$ cat config.mk
export PLATFORM = sky130hd
export DESIGN_NAME = hotkey_command_line_dispatcher
export DESIGN_NICKNAME = d
export VERILOG_FILES = /design/src/sv/hcld_pkg.sv /design/src/sv/hcld_ram.sv /design/src/sv/hcld_ctrl.sv /design/src/sv/hcld_dp.sv /design/src/sv/hotkey_command_line_dispatcher.sv
export SDC_FILE = /design/constraint.sdc
export NUM_CORES = 1
export LEC_CHECK = 0
export ABC_AREA = 1
export BUFFER_PORTS_ARGS = -buffer_cell sky130_fd_sc_hd__buf_2
export CAP_MARGIN = 20
export CORE_ASPECT_RATIO = 1.75
export CORE_MARGIN = 2
export CORE_UTILIZATION = 60
export DETAILED_ROUTE_END_ITERATION = 10
export GPL_ROUTABILITY_DRIVEN = 0
export PLACE_DENSITY = 0.72
export SYNTH_ARGS = -nofsm -noshare
export SYNTH_HDL_FRONTEND = slang
export SYNTH_SLANG_ARGS = --single-unit
$ cat constraint.sdc
create_clock -name clk -period 2.74 [get_ports clk]
set_clock_uncertainty 0.05 [all_clocks]
set_input_delay 0.548 -clock clk [delete_from_list [all_inputs] [get_ports clk]]
set_output_delay 0.548 -clock clk [all_outputs]
set_load 0.01 [all_outputs]
$ cat src/sv/hcld_pkg.sv
// shared types and constants for the hotkey command line dispatcher
package hcld_pkg;

  localparam logic [7:0] CR_CODE     = 8'd13;
  localparam logic [7:0] PREFIX_CODE = 8'd37;
  localparam int unsigned MIN_LINE   = 3;

  localparam logic KIND_REGISTER = 1'b0;
  localparam logic KIND_KEY      = 1'b1;

  typedef struct packed {
    logic       kind;
    logic [7:0] char_code;
    logic [7:0] handler_id;
  } in_t;

  typedef struct packed {
    logic [7:0] dest_handler;
    logic       found;
    logic [7:0] payload_char;
    logic [4:0] payload_length;
    logic       last;
  } out_t;

  typedef enum logic [3:0] {
    ST_IDLE = 4'b0001,
    ST_SCAN = 4'b0010,
    ST_PREP = 4'b0100,
    ST_EMIT = 4'b1000
  } state_t;

  // controller to datapath
  typedef struct packed {
    logic idle;
    logic scan;
    logic prep;
    logic emit;
  } cmd_t;

  // datapath to controller
  typedef struct packed {
    logic go_scan;
    logic scan_done;
    logic emit_done;
  } sts_t;

endpackage

$ cat src/sv/hcld_ram.sv
// generic single write port ram with registered read
module hcld_ram #(
  parameter int WIDTH = 8,
  parameter int DEPTH = 32
) (
  input  logic                                    clk,
  input  logic                                    we,
  input  logic [(DEPTH > 1 ? $clog2(DEPTH) : 1)-1:0] waddr,
  input  logic [WIDTH-1:0]                        wdata,
  input  logic [(DEPTH > 1 ? $clog2(DEPTH) : 1)-1:0] raddr,
  output logic [WIDTH-1:0]                        rdata
);

  logic [WIDTH-1:0] mem [DEPTH];

  always_ff @(posedge clk) begin
    if (we) begin
      mem[waddr] <= wdata;
    end
    rdata <= mem[raddr];
  end

endmodule

$ cat src/sv/hcld_ctrl.sv
// sequencing state machine: idle, table scan, read prefetch, payload emit
module hcld_ctrl (
  input  logic              clk,
  input  logic              rst_n,
  input  hcld_pkg::sts_t    sts,
  output hcld_pkg::cmd_t    cmd,
  output logic              busy
);

  hcld_pkg::state_t state_r, state_nxt;

  always_comb begin
    state_nxt = state_r;
    case (state_r)
      hcld_pkg::ST_IDLE: if (sts.go_scan) state_nxt = hcld_pkg::ST_SCAN;
      hcld_pkg::ST_SCAN: if (sts.scan_done) state_nxt = hcld_pkg::ST_PREP;
      hcld_pkg::ST_PREP: state_nxt = hcld_pkg::ST_EMIT;
      hcld_pkg::ST_EMIT: if (sts.emit_done) state_nxt = hcld_pkg::ST_IDLE;
      default:           state_nxt = hcld_pkg::ST_IDLE;
    endcase
  end

  always_ff @(posedge clk) begin
    if (!rst_n) begin
      state_r <= hcld_pkg::ST_IDLE;
    end else begin
      state_r <= state_nxt;
    end
  end

  assign cmd.idle = (state_r == hcld_pkg::ST_IDLE);
  assign cmd.scan = (state_r == hcld_pkg::ST_SCAN);
  assign cmd.prep = (state_r == hcld_pkg::ST_PREP);
  assign cmd.emit = (state_r == hcld_pkg::ST_EMIT);
  assign busy     = !cmd.idle;

endmodule

$ cat src/sv/hcld_dp.sv
// datapath: line buffer, command table, counters, scan and emit pointers
module hcld_dp #(
  parameter int LINE_DEPTH  = 30,
  parameter int TABLE_DEPTH = 28
) (
  input  logic            clk,
  input  logic            rst_n,
  input  logic            start,
  input  hcld_pkg::in_t   in_data,
  input  hcld_pkg::cmd_t  cmd,
  output hcld_pkg::sts_t  sts,
  output logic            out_valid,
  output hcld_pkg::out_t  out_data
);

  localparam int LCW = $clog2(LINE_DEPTH + 1);
  localparam int LAW = $clog2(LINE_DEPTH);
  localparam int TCW = $clog2(TABLE_DEPTH + 1);
  localparam int TAW = (TABLE_DEPTH > 1) ? $clog2(TABLE_DEPTH) : 1;

  logic [LCW-1:0] line_count_r, line_count_nxt;
  logic [TCW-1:0] entry_count_r, entry_count_nxt;
  logic [7:0]     first_r, first_nxt;
  logic [7:0]     second_r, second_nxt;
  logic [TCW-1:0] idx_r, idx_nxt;
  logic           pend_r, pend_nxt;
  logic           hit_r, hit_nxt;
  logic [7:0]     dest_r, dest_nxt;
  logic [LCW-1:0] ptr_r, ptr_nxt;

  logic        accept, key, is_cr, bad_cr, line_full, store, tbl_we;
  logic        match_now;
  logic [15:0] tbl_rdata;
  logic [7:0]  line_rdata;
  logic [LCW-1:0] pay_len;

  assign accept    = cmd.idle && start;
  assign key       = accept && (in_data.kind == hcld_pkg::KIND_KEY);
  assign is_cr     = (in_data.char_code == hcld_pkg::CR_CODE);
  assign line_full = (line_count_r >= LCW'(LINE_DEPTH));
  assign bad_cr    = key && is_cr &&
                     ((line_count_r < LCW'(hcld_pkg::MIN_LINE)) || line_full);
  assign store     = key && !bad_cr && !line_full;
  assign tbl_we    = accept && (in_data.kind == hcld_pkg::KIND_REGISTER) &&
                     (entry_count_r < TCW'(TABLE_DEPTH));

  assign match_now     = pend_r && (tbl_rdata[15:8] == second_r);
  assign sts.go_scan   = store && is_cr && (first_r == hcld_pkg::PREFIX_CODE);
  assign sts.scan_done = cmd.scan && (match_now || (idx_r >= entry_count_r));
  assign sts.emit_done = cmd.emit && (ptr_r == line_count_r);

  hcld_ram #(.WIDTH(8), .DEPTH(LINE_DEPTH)) u_line (
    .clk   (clk),
    .we    (store),
    .waddr (line_count_r[LAW-1:0]),
    .wdata (in_data.char_code),
    .raddr (ptr_r[LAW-1:0]),
    .rdata (line_rdata)
  );

  hcld_ram #(.WIDTH(16), .DEPTH(TABLE_DEPTH)) u_table (
    .clk   (clk),
    .we    (tbl_we),
    .waddr (entry_count_r[TAW-1:0]),
    .wdata ({in_data.char_code, in_data.handler_id}),
    .raddr (idx_r[TAW-1:0]),
    .rdata (tbl_rdata)
  );

  always_comb begin
    line_count_nxt  = line_count_r;
    entry_count_nxt = entry_count_r;
    first_nxt       = first_r;
    second_nxt      = second_r;
    idx_nxt         = idx_r;
    pend_nxt        = pend_r;
    hit_nxt         = hit_r;
    dest_nxt        = dest_r;
    ptr_nxt         = ptr_r;

    if (tbl_we) begin
      entry_count_nxt = entry_count_r + TCW'(1);
    end
    if (bad_cr) begin
      line_count_nxt = '0;
    end
    if (store) begin
      line_count_nxt = line_count_r + LCW'(1);
      if (line_count_r == LCW'(0)) first_nxt = in_data.char_code;
      if (line_count_r == LCW'(1)) second_nxt = in_data.char_code;
      // complete line without the prefix: drop it
      if (is_cr && (first_r != hcld_pkg::PREFIX_CODE)) line_count_nxt = '0;
    end
    if (sts.go_scan) begin
      idx_nxt  = '0;
      pend_nxt = 1'b0;
      hit_nxt  = 1'b0;
      dest_nxt = '0;
    end

    if (cmd.scan) begin
      if (match_now) begin
        hit_nxt  = 1'b1;
        dest_nxt = tbl_rdata[7:0];
      end
      if (sts.scan_done) begin
        ptr_nxt = LCW'(2);
      end else begin
        idx_nxt  = idx_r + TCW'(1);
        pend_nxt = 1'b1;
      end
    end

    if (cmd.prep || cmd.emit) begin
      ptr_nxt = ptr_r + LCW'(1);
    end
    if (sts.emit_done) begin
      line_count_nxt = '0;
    end
  end

  always_ff @(posedge clk) begin
    if (!rst_n) begin
      line_count_r  <= '0;
      entry_count_r <= '0;
      pend_r        <= 1'b0;
    end else begin
      line_count_r  <= line_count_nxt;
      entry_count_r <= entry_count_nxt;
      pend_r        <= pend_nxt;
    end
    first_r  <= first_nxt;
    second_r <= second_nxt;
    idx_r    <= idx_nxt;
    hit_r    <= hit_nxt;
    dest_r   <= dest_nxt;
    ptr_r    <= ptr_nxt;
  end

  assign pay_len   = line_count_r - LCW'(2);
  assign out_valid = cmd.emit;

  always_comb begin
    out_data.dest_handler   = dest_r;
    out_data.found          = hit_r;
    out_data.payload_char   = line_rdata;
    out_data.payload_length = 5'(pay_len);
    out_data.last           = sts.emit_done;
  end

  a_count_bounds: assert property (@(posedge clk) disable iff (!rst_n)
    (line_count_r <= LCW'(LINE_DEPTH)) && (entry_count_r <= TCW'(TABLE_DEPTH)))
    else $error("line or table count out of range");

  a_no_hit_zero: assert property (@(posedge clk) disable iff (!rst_n)
    (out_valid && !out_data.found) |-> (out_data.dest_handler == 8'd0))
    else $error("dest handler nonzero without a match");

  a_emit_long_line: assert property (@(posedge clk) disable iff (!rst_n)
    out_valid |-> (line_count_r >= LCW'(hcld_pkg::MIN_LINE)))
    else $error("emit on a short line");

  a_clear_after_last: assert property (@(posedge clk) disable iff (!rst_n)
    (out_valid && out_data.last) |=> (line_count_r == '0))
    else $error("line not cleared after dispatch");

  a_scan_from_idle: assert property (@(posedge clk) disable iff (!rst_n)
    sts.go_scan |-> cmd.idle)
    else $error("dispatch started while busy");

endmodule

$ cat src/sv/hotkey_command_line_dispatcher.sv
// top level of the hotkey command line dispatcher
//
//  channel  ports                       direction  transfer
//  request  start, busy, in_data        in         start && !busy
//  result   out_valid, out_data         out        out_valid, one cycle each
//
// register requests and ordinary keystrokes leave busy low
// a carriage return that dispatches runs a table scan that stops at the
//   first matching entry, or after the last entry on a miss, then
//   a line buffer prefetch, then n results,
//   n = stored length - 2; busy is high throughout
// the table scan and the payload emit are paced by one registered read
//   port on each ram
// reset (rst_n low, synchronous) empties the line buffer and the table
// results cannot be stalled; out_valid pulses once per payload character
module hotkey_command_line_dispatcher #(
  parameter int LINE_DEPTH  = 30,
  parameter int TABLE_DEPTH = 28
) (
  input  logic            clk,
  input  logic            rst_n,
  input  logic            start,
  output logic            busy,
  input  hcld_pkg::in_t   in_data,
  output logic            out_valid,
  output hcld_pkg::out_t  out_data
);

  hcld_pkg::cmd_t cmd;
  hcld_pkg::sts_t sts;

  // state machine: decides when the datapath scans and emits
  hcld_ctrl u_ctrl (
    .clk   (clk),
    .rst_n (rst_n),
    .sts   (sts),
    .cmd   (cmd),
    .busy  (busy)
  );

  // storage and counters; takes requests only while the controller is idle
  hcld_dp #(
    .LINE_DEPTH  (LINE_DEPTH),
    .TABLE_DEPTH (TABLE_DEPTH)
  ) u_dp (
    .clk       (clk),
    .rst_n     (rst_n),
    .start     (start),
    .in_data   (in_data),
    .cmd       (cmd),
    .sts       (sts),
    .out_valid (out_valid),
    .out_data  (out_data)
  );

endmodule

* After elaboration in Yosys (flattened, before gate mapping)
Memories as Yosys holds them, arrays and structs flattened. A register that Yosys moved wholly into a read port is not among the register bits.
Cells that the tools add are included.
** Operators by class
- Add/subtract/negate cells :: 5
- Magnitude comparators :: 4
- Equality and inequality tests :: 13
- Multiplexer cells :: 26
- Bitwise gates (word level) :: 2
- Reduce and logical (&&, ||, !) cells :: 29
** Operator list (number)
- $mux W5 :: 9
- $mux W8 :: 3
- $add A5 B1 Y5 const B :: 4
- $pmux W4 S4 :: 1
- $logic_and A1 B1 Y1 :: 14
- $mux W4 :: 3
- $mux W1 :: 10
- $eq A8 B4 Y1 const B :: 1
- $eq A8 B6 Y1 const B :: 1
- $eq A8 B8 Y1 :: 1
- $ne A8 B6 Y1 const B :: 1
- $reduce_and A2 Y1 :: 3
- $reduce_bool A2 Y1 :: 3
- $eq A5 B1 Y1 const B :: 1
- $eq A5 B5 Y1 :: 1
- $ge A5 B5 Y1 :: 1
- $ge A5 B5 Y1 const B :: 1
- $logic_not A5 Y1 :: 1
- $lt A5 B2 Y1 const B :: 1
- $lt A5 B5 Y1 const B :: 1
- $sub A5 B2 Y5 const B :: 1
- $eq A4 B1 Y1 const B :: 1
- $eq A4 B2 Y1 const B :: 1
- $eq A4 B3 Y1 const B :: 1
- other kinds (8) :: 14
** Word-level totals
- Register bits :: 50
- Memory bits (writable) :: 688
- Output and inout port bits :: 25
- Memories kept :: 2
** Memories
- u_dp.u_table.mem :: words 28, bits a word 16, read ports 1, clocked after Yosys merged registers in 1, wr ports 1, RTL line hcld_ram.sv:14 : logic [WIDTH-1:0] mem [DEPTH];
- u_dp.u_line.mem :: words 30, bits a word 8, read ports 1, clocked after Yosys merged registers in 1, wr ports 1, RTL line hcld_ram.sv:14

* Logic depth before layout (Yosys ltp)
- Depth after elaboration :: 13
- Depth in mapped cells :: 15

* Modules after synthesis
From an unflattened synthesis, not the netlist that was laid out.
** Unflattened totals
- Cells, all modules :: 2963
- Area total of the unflattened synthesis :: 32199.6 sq um
** Modules (own cells, without submodules)
- hcld_ram (u_dp.u_table) :: times used 1, cells each 1716, area each 19199.7 sq um
- hcld_ram (u_dp.u_line) :: times used 1, cells each 869, area each 10038.4 sq um
- hcld_dp :: times used 1, cells each 342, area each 2715.1 sq um
- hcld_ctrl :: times used 1, cells each 36, area each 246.5 sq um

* Worst setup path before layout
No wires, ideal clock.
- Path kind :: flip-flop to flip-flop
- Start point :: register u_dp.line_count_r[0]
- End point :: memory u_dp.u_line.mem[56][0] (netlist: u_dp.u_line.mem[28][0]) (enable)
- Library setup time :: 383 ps
- Arrival :: 1985 ps
- Data required time :: 2307 ps
- Path slack :: 322 ps
- Cell stages (with the launch flop) :: 12
- Buffers on the path :: 0
- Clock period less this slack :: 2418 ps
- Cells stage by stage :: dfxtp_1 -> inv_1 -> ha_1 -> nand2_1 -> nand2_1 -> nand2_1 -> inv_1 -> nor2_4 -> nand2_2 -> inv_2 -> nand2_2 -> nor3_1
** On the way
- Cells in the longest elaborated chain, start to end :: 8
** RTL lines
- start: declaration :: RTL line hcld_dp.sv:21 : logic [LCW-1:0] line_count_r, line_count_nxt;
- start signal: assignment :: RTL line hcld_dp.sv:128 : line_count_r <= line_count_nxt;
- $lt A5 B2 Y1 / $ge A5 B5 Y1 (equally long branches) :: RTL line hcld_dp.sv:42, hcld_dp.sv:40
- $logic_or A1 B1 Y1 :: RTL line hcld_dp.sv:42 : ((line_count_r < LCW'(hcld_pkg::MIN_LINE)) || line_full);
- $logic_and A1 B1 Y1 :: RTL line hcld_dp.sv:41 : assign bad_cr = key && is_cr &&
- $logic_not A1 Y1 :: RTL line hcld_dp.sv:43 : assign store = key && !bad_cr && !line_full;
- $logic_and A1 B1 Y1 (2 in a row) :: RTL line hcld_dp.sv:43
- $mux W1 :: RTL line hcld_ram.sv:17 : if (we) begin
- $mux W1 (implied by the code) :: RTL line hcld_ram.sv:18 : mem[waddr] <= wdata;
- end: declaration :: RTL line hcld_ram.sv:14
Parallel ways exist; a longest one is shown, timed or not.

==> summary.md <==
| Metric | Value |
|---|---|
| FMAX | 378 MHz |
| CTS tree | done |
| GR Util All Layers | 29.4% |
| Routed len/inst | 23.3 µm |
| Area growth, synth to finish | 11.5% |
| CP required | 2.14 ns |
| Final Cycle Share | 96.6% |
| Final WL | 78,400 µm |
| Area of the multi-input gates | 0.00726 mm² |
| Fillers | 3,559 |
| Root buf cell | clkbuf_16 |
| Largest net degree at the start of global routing | 117 |
| Initial core utilization | 60.9% |
| Met3 Use GR | 3.86% |
| Setup-failing EPs final | 0 |
| Worst hold path depth | 3 |
| Final hold vios | 0 |
| DPL Wire Length | 47,500 µm |
| CTS clk-pin slew, worst paths | 0.07 ns |
| Yosys warning count | 0 |
| Worst EP arrival | 2.05 ns |
| Crit path capture type | primary output |
| Syn Area/Cell | 12.1 µm² |
| Final Instance Count excl. Fillers | 3,358 |
| Setup TNS Final | 0 ns |
| Met1 Usage GRT | 32.1% |
| Depth of the CTS H-tree | 3 |
| Worst skew pair latency | 0.61 ns |
| Reg area | 0.0224 mm² |
| Number of max-slew violations in the final report | 0 |
| Antenna diodes | 0 |
| Cell variety after synth | 40 |
| Number of global-route vias before repair | 20,400 |
| First-pass GRT wire length | 117,000 µm |
| Die Footprint | 0.0532 mm² |
| Nets@finish | 2,678 |
| DRT Pass-1 Iters | 6 |
| Gr ovfl total | 0 |
| Max rail drop VDD | 580 µV |
| Maximum fanout along the worst path | 9 |
| Worst-margin pin slew | 0.902 ns |
| Crit path time final | 2.65 ns |
| Clk sink count | 762 |
| Hold Crit Start | rst_n |
| DR vias | 20,300 |
| IO Pins | 45 |
| Setup slack, reg-to-reg | 0.33 ns |
| Sequential fraction of the synthesis area | 72.6% |
| Cts-stage hold buffer count | 0 |
| Register-to-Register Path Depth | 11 |
| Share of layout cells above drive strength 1 | 10.9% |
| Leakage | 0.0120 µW |
| Syn Nets | 2,592 |
| First DRT Iteration DRCs | 2,008 |
| CTS Buf Count | 67 |
| R2r startpoint | u_dp.line_count_r[2] |
| Fin util | 67.9% |
| FP Rows | 109 |
| Crit Path Class | reg -> out |
| Min-delay worst type | in -> reg |
| Slew headroom | 39.9% |
| Synth Instances | 2,554 |
| Maximum clock path buffer count | 3 |
| Max-cap violations | 0 |
| Antenna Nets Post-Route | 0 |
| CP startpoint kind | flop |
| Port bufs | 44 |
| Core area | 0.0506 mm² |
| Die W | 175 µm |
| GRT Max-Usage Layer | met2 |
| Vias per cell | 6.05 |
| Netlist Area Pre-Place | 0.0308 mm² |
| RSZ-0062 raised after global routing | no |
| DRC viols | 0 |
| Post-placement cell count | 3,236 |
| Synthesis-stage register bit count | 762 |
| Hold Path End | u_dp.entry_count_r[0] |
| GRT met2 Usage | 53.0% |
| Outcome | finished clean |
| Pwr Density | 674 mW/mm² |
| Initial antenna violation count | 0 |
| Die height | 304 µm |
| FF-to-FF End | u_dp.u_line.mem[29][3] |
==> state kept, by name, summed over array words and instances (netlist names) <==
register / count
u_dp.dest_r: 8
u_dp.idx_r: 5
u_dp.pend_r: 1
u_dp.second_r: 8
u_dp.line_count_r: 5
u_ctrl.state_r: 4
u_dp.u_line.rdata: 8
u_dp.u_table.rdata: 16
u_dp.hit_r: 1
u_dp.ptr_r: 5
u_dp.first_r: 8
u_dp.u_table.mem: 448
u_dp.u_line.mem: 240
u_dp.entry_count_r: 5
==> cells in the mapped netlist (all sizes together) <==
library cell,n,area [µm²]
nand4,13,87.6
edfxtp,709,21300
xor2,6,52.6
nand2,295,1120
o221ai,6,52.6
o211ai,75,563
nand3,123,626
a21oi,36,180
o21bai,1,7.51
a22oi,4,30.0
nor3,13,70.1
ha,18,225
o22ai,48,300
o21ai,364,1830
inv,99,372
dfxtp,53,1060
nand3b,4,30.0
a21boi,1,7.51
clkbuf,56,211
xnor2,2,17.5
nor2,524,1990
clkinv,3,11.3
buf,89,597
or2,12,75.1
==> worst max-delay path, cell delays in order, from the launching register on <==
cell,delay (ns)
edfxtp_1,0.44
buf_4,0.22
nand2_1,0.07
a21oi_1,0.24
nand3_2,0.18
nor2_1,0.15
buf_2,0.15
==> kinds of logic (layout without fill, tap and decap cells) <==
logic type / count (synthesis) / in the layout / synth area share, %
and+or+nand+nor: 984 / 984 / 13.0
DFF: 762 / 762 / 72.6
AOI/OAI and AO/OA: 535 / 535 / 9.63
buffers and inverters: 247 / 385 / 3.87
adders and majority gates: 18 / 18 / 0.731
xor gates and xnor gates: 8 / 8 / 0.228
==> routing by layer <==
| layer | vias to the layer above | part of all wire (%) |
|---|---|---|
| met5 | - | 0 |
| met3 | 241 | 5.5 |
| met4 | 0 | 7.1 |
| met1 | 9996 | 34 |
| li1 | 9243 | - |
| met2 | 849 | 53 |
==> repair_timing <==
item,CTS,global route
setup buffers,0,1
resized for setup,2,0
pin swaps,0,0
setup endpoints to repair,1,1
==> worst max-delay path by stage <==
stage                         start                     end
6_report              u_dp.ptr_r[1]             out_data[0]
5_1_grt               u_dp.ptr_r[1]             out_data[0]
4_1_cts               u_dp.ptr_r[1]             out_data[0]
3_5_place_dp            in_data[11]  u_dp.u_line.mem[29][1]
3_3_place_gp            in_data[11]  u_dp.u_line.mem[29][3]
2_1_floorplan  u_dp.line_count_r[0]  u_dp.u_line.mem[28][0]
==> per-stage QoR <==
step	hold slack [ns]	setup WS (ns)	power (µW)	instance area, µm²
2_1_floorplan	0.356	0.322	13300	30800
4_1_cts	0.223	0.0121	23300	34300
5_1_grt	0.239	0.0259	23700	34300
6_report	0.240	0.0930	23200	34300
3_5_place_dp	0.389	0.240	13700	32100
3_3_place_gp	0.383	0.260	13700	32100
==> cell type report <==
type                       count  share of cell area, %
multi-input combinational   1545                   21.1
timing repair buffer         162                   3.67
clock buffer                  79                   5.10
inverter                     102                   1.14
clock inverter                42                   1.43
tap                          666                   2.43
sequential                   762                   65.1
==> where the power goes <==
part	switching, µW	leakage (µW)	internal, µW
sequential	29.0	0.00682	12800
clock	4110	0.00111	5550
combinational	546	0.00406	160
==> cell usage in the layout, fill, tap and decap left out, types with 14 or more instances in the layout <==
cell type / n
o21ai_1: 53
buf_2: 44
inv_1: 90
dfxtp_1: 51
nand2_1: 290
o211ai_1: 75
nand3_1: 120
edfxtp_1: 709
o22ai_1: 48
o21ai_0: 310
buf_4: 105
clkinv_1: 14
clkbuf_16: 67
a21oi_1: 36
ha_1: 18
nor2_1: 520
No activity file was read; power rests on OpenSTA's default activity.
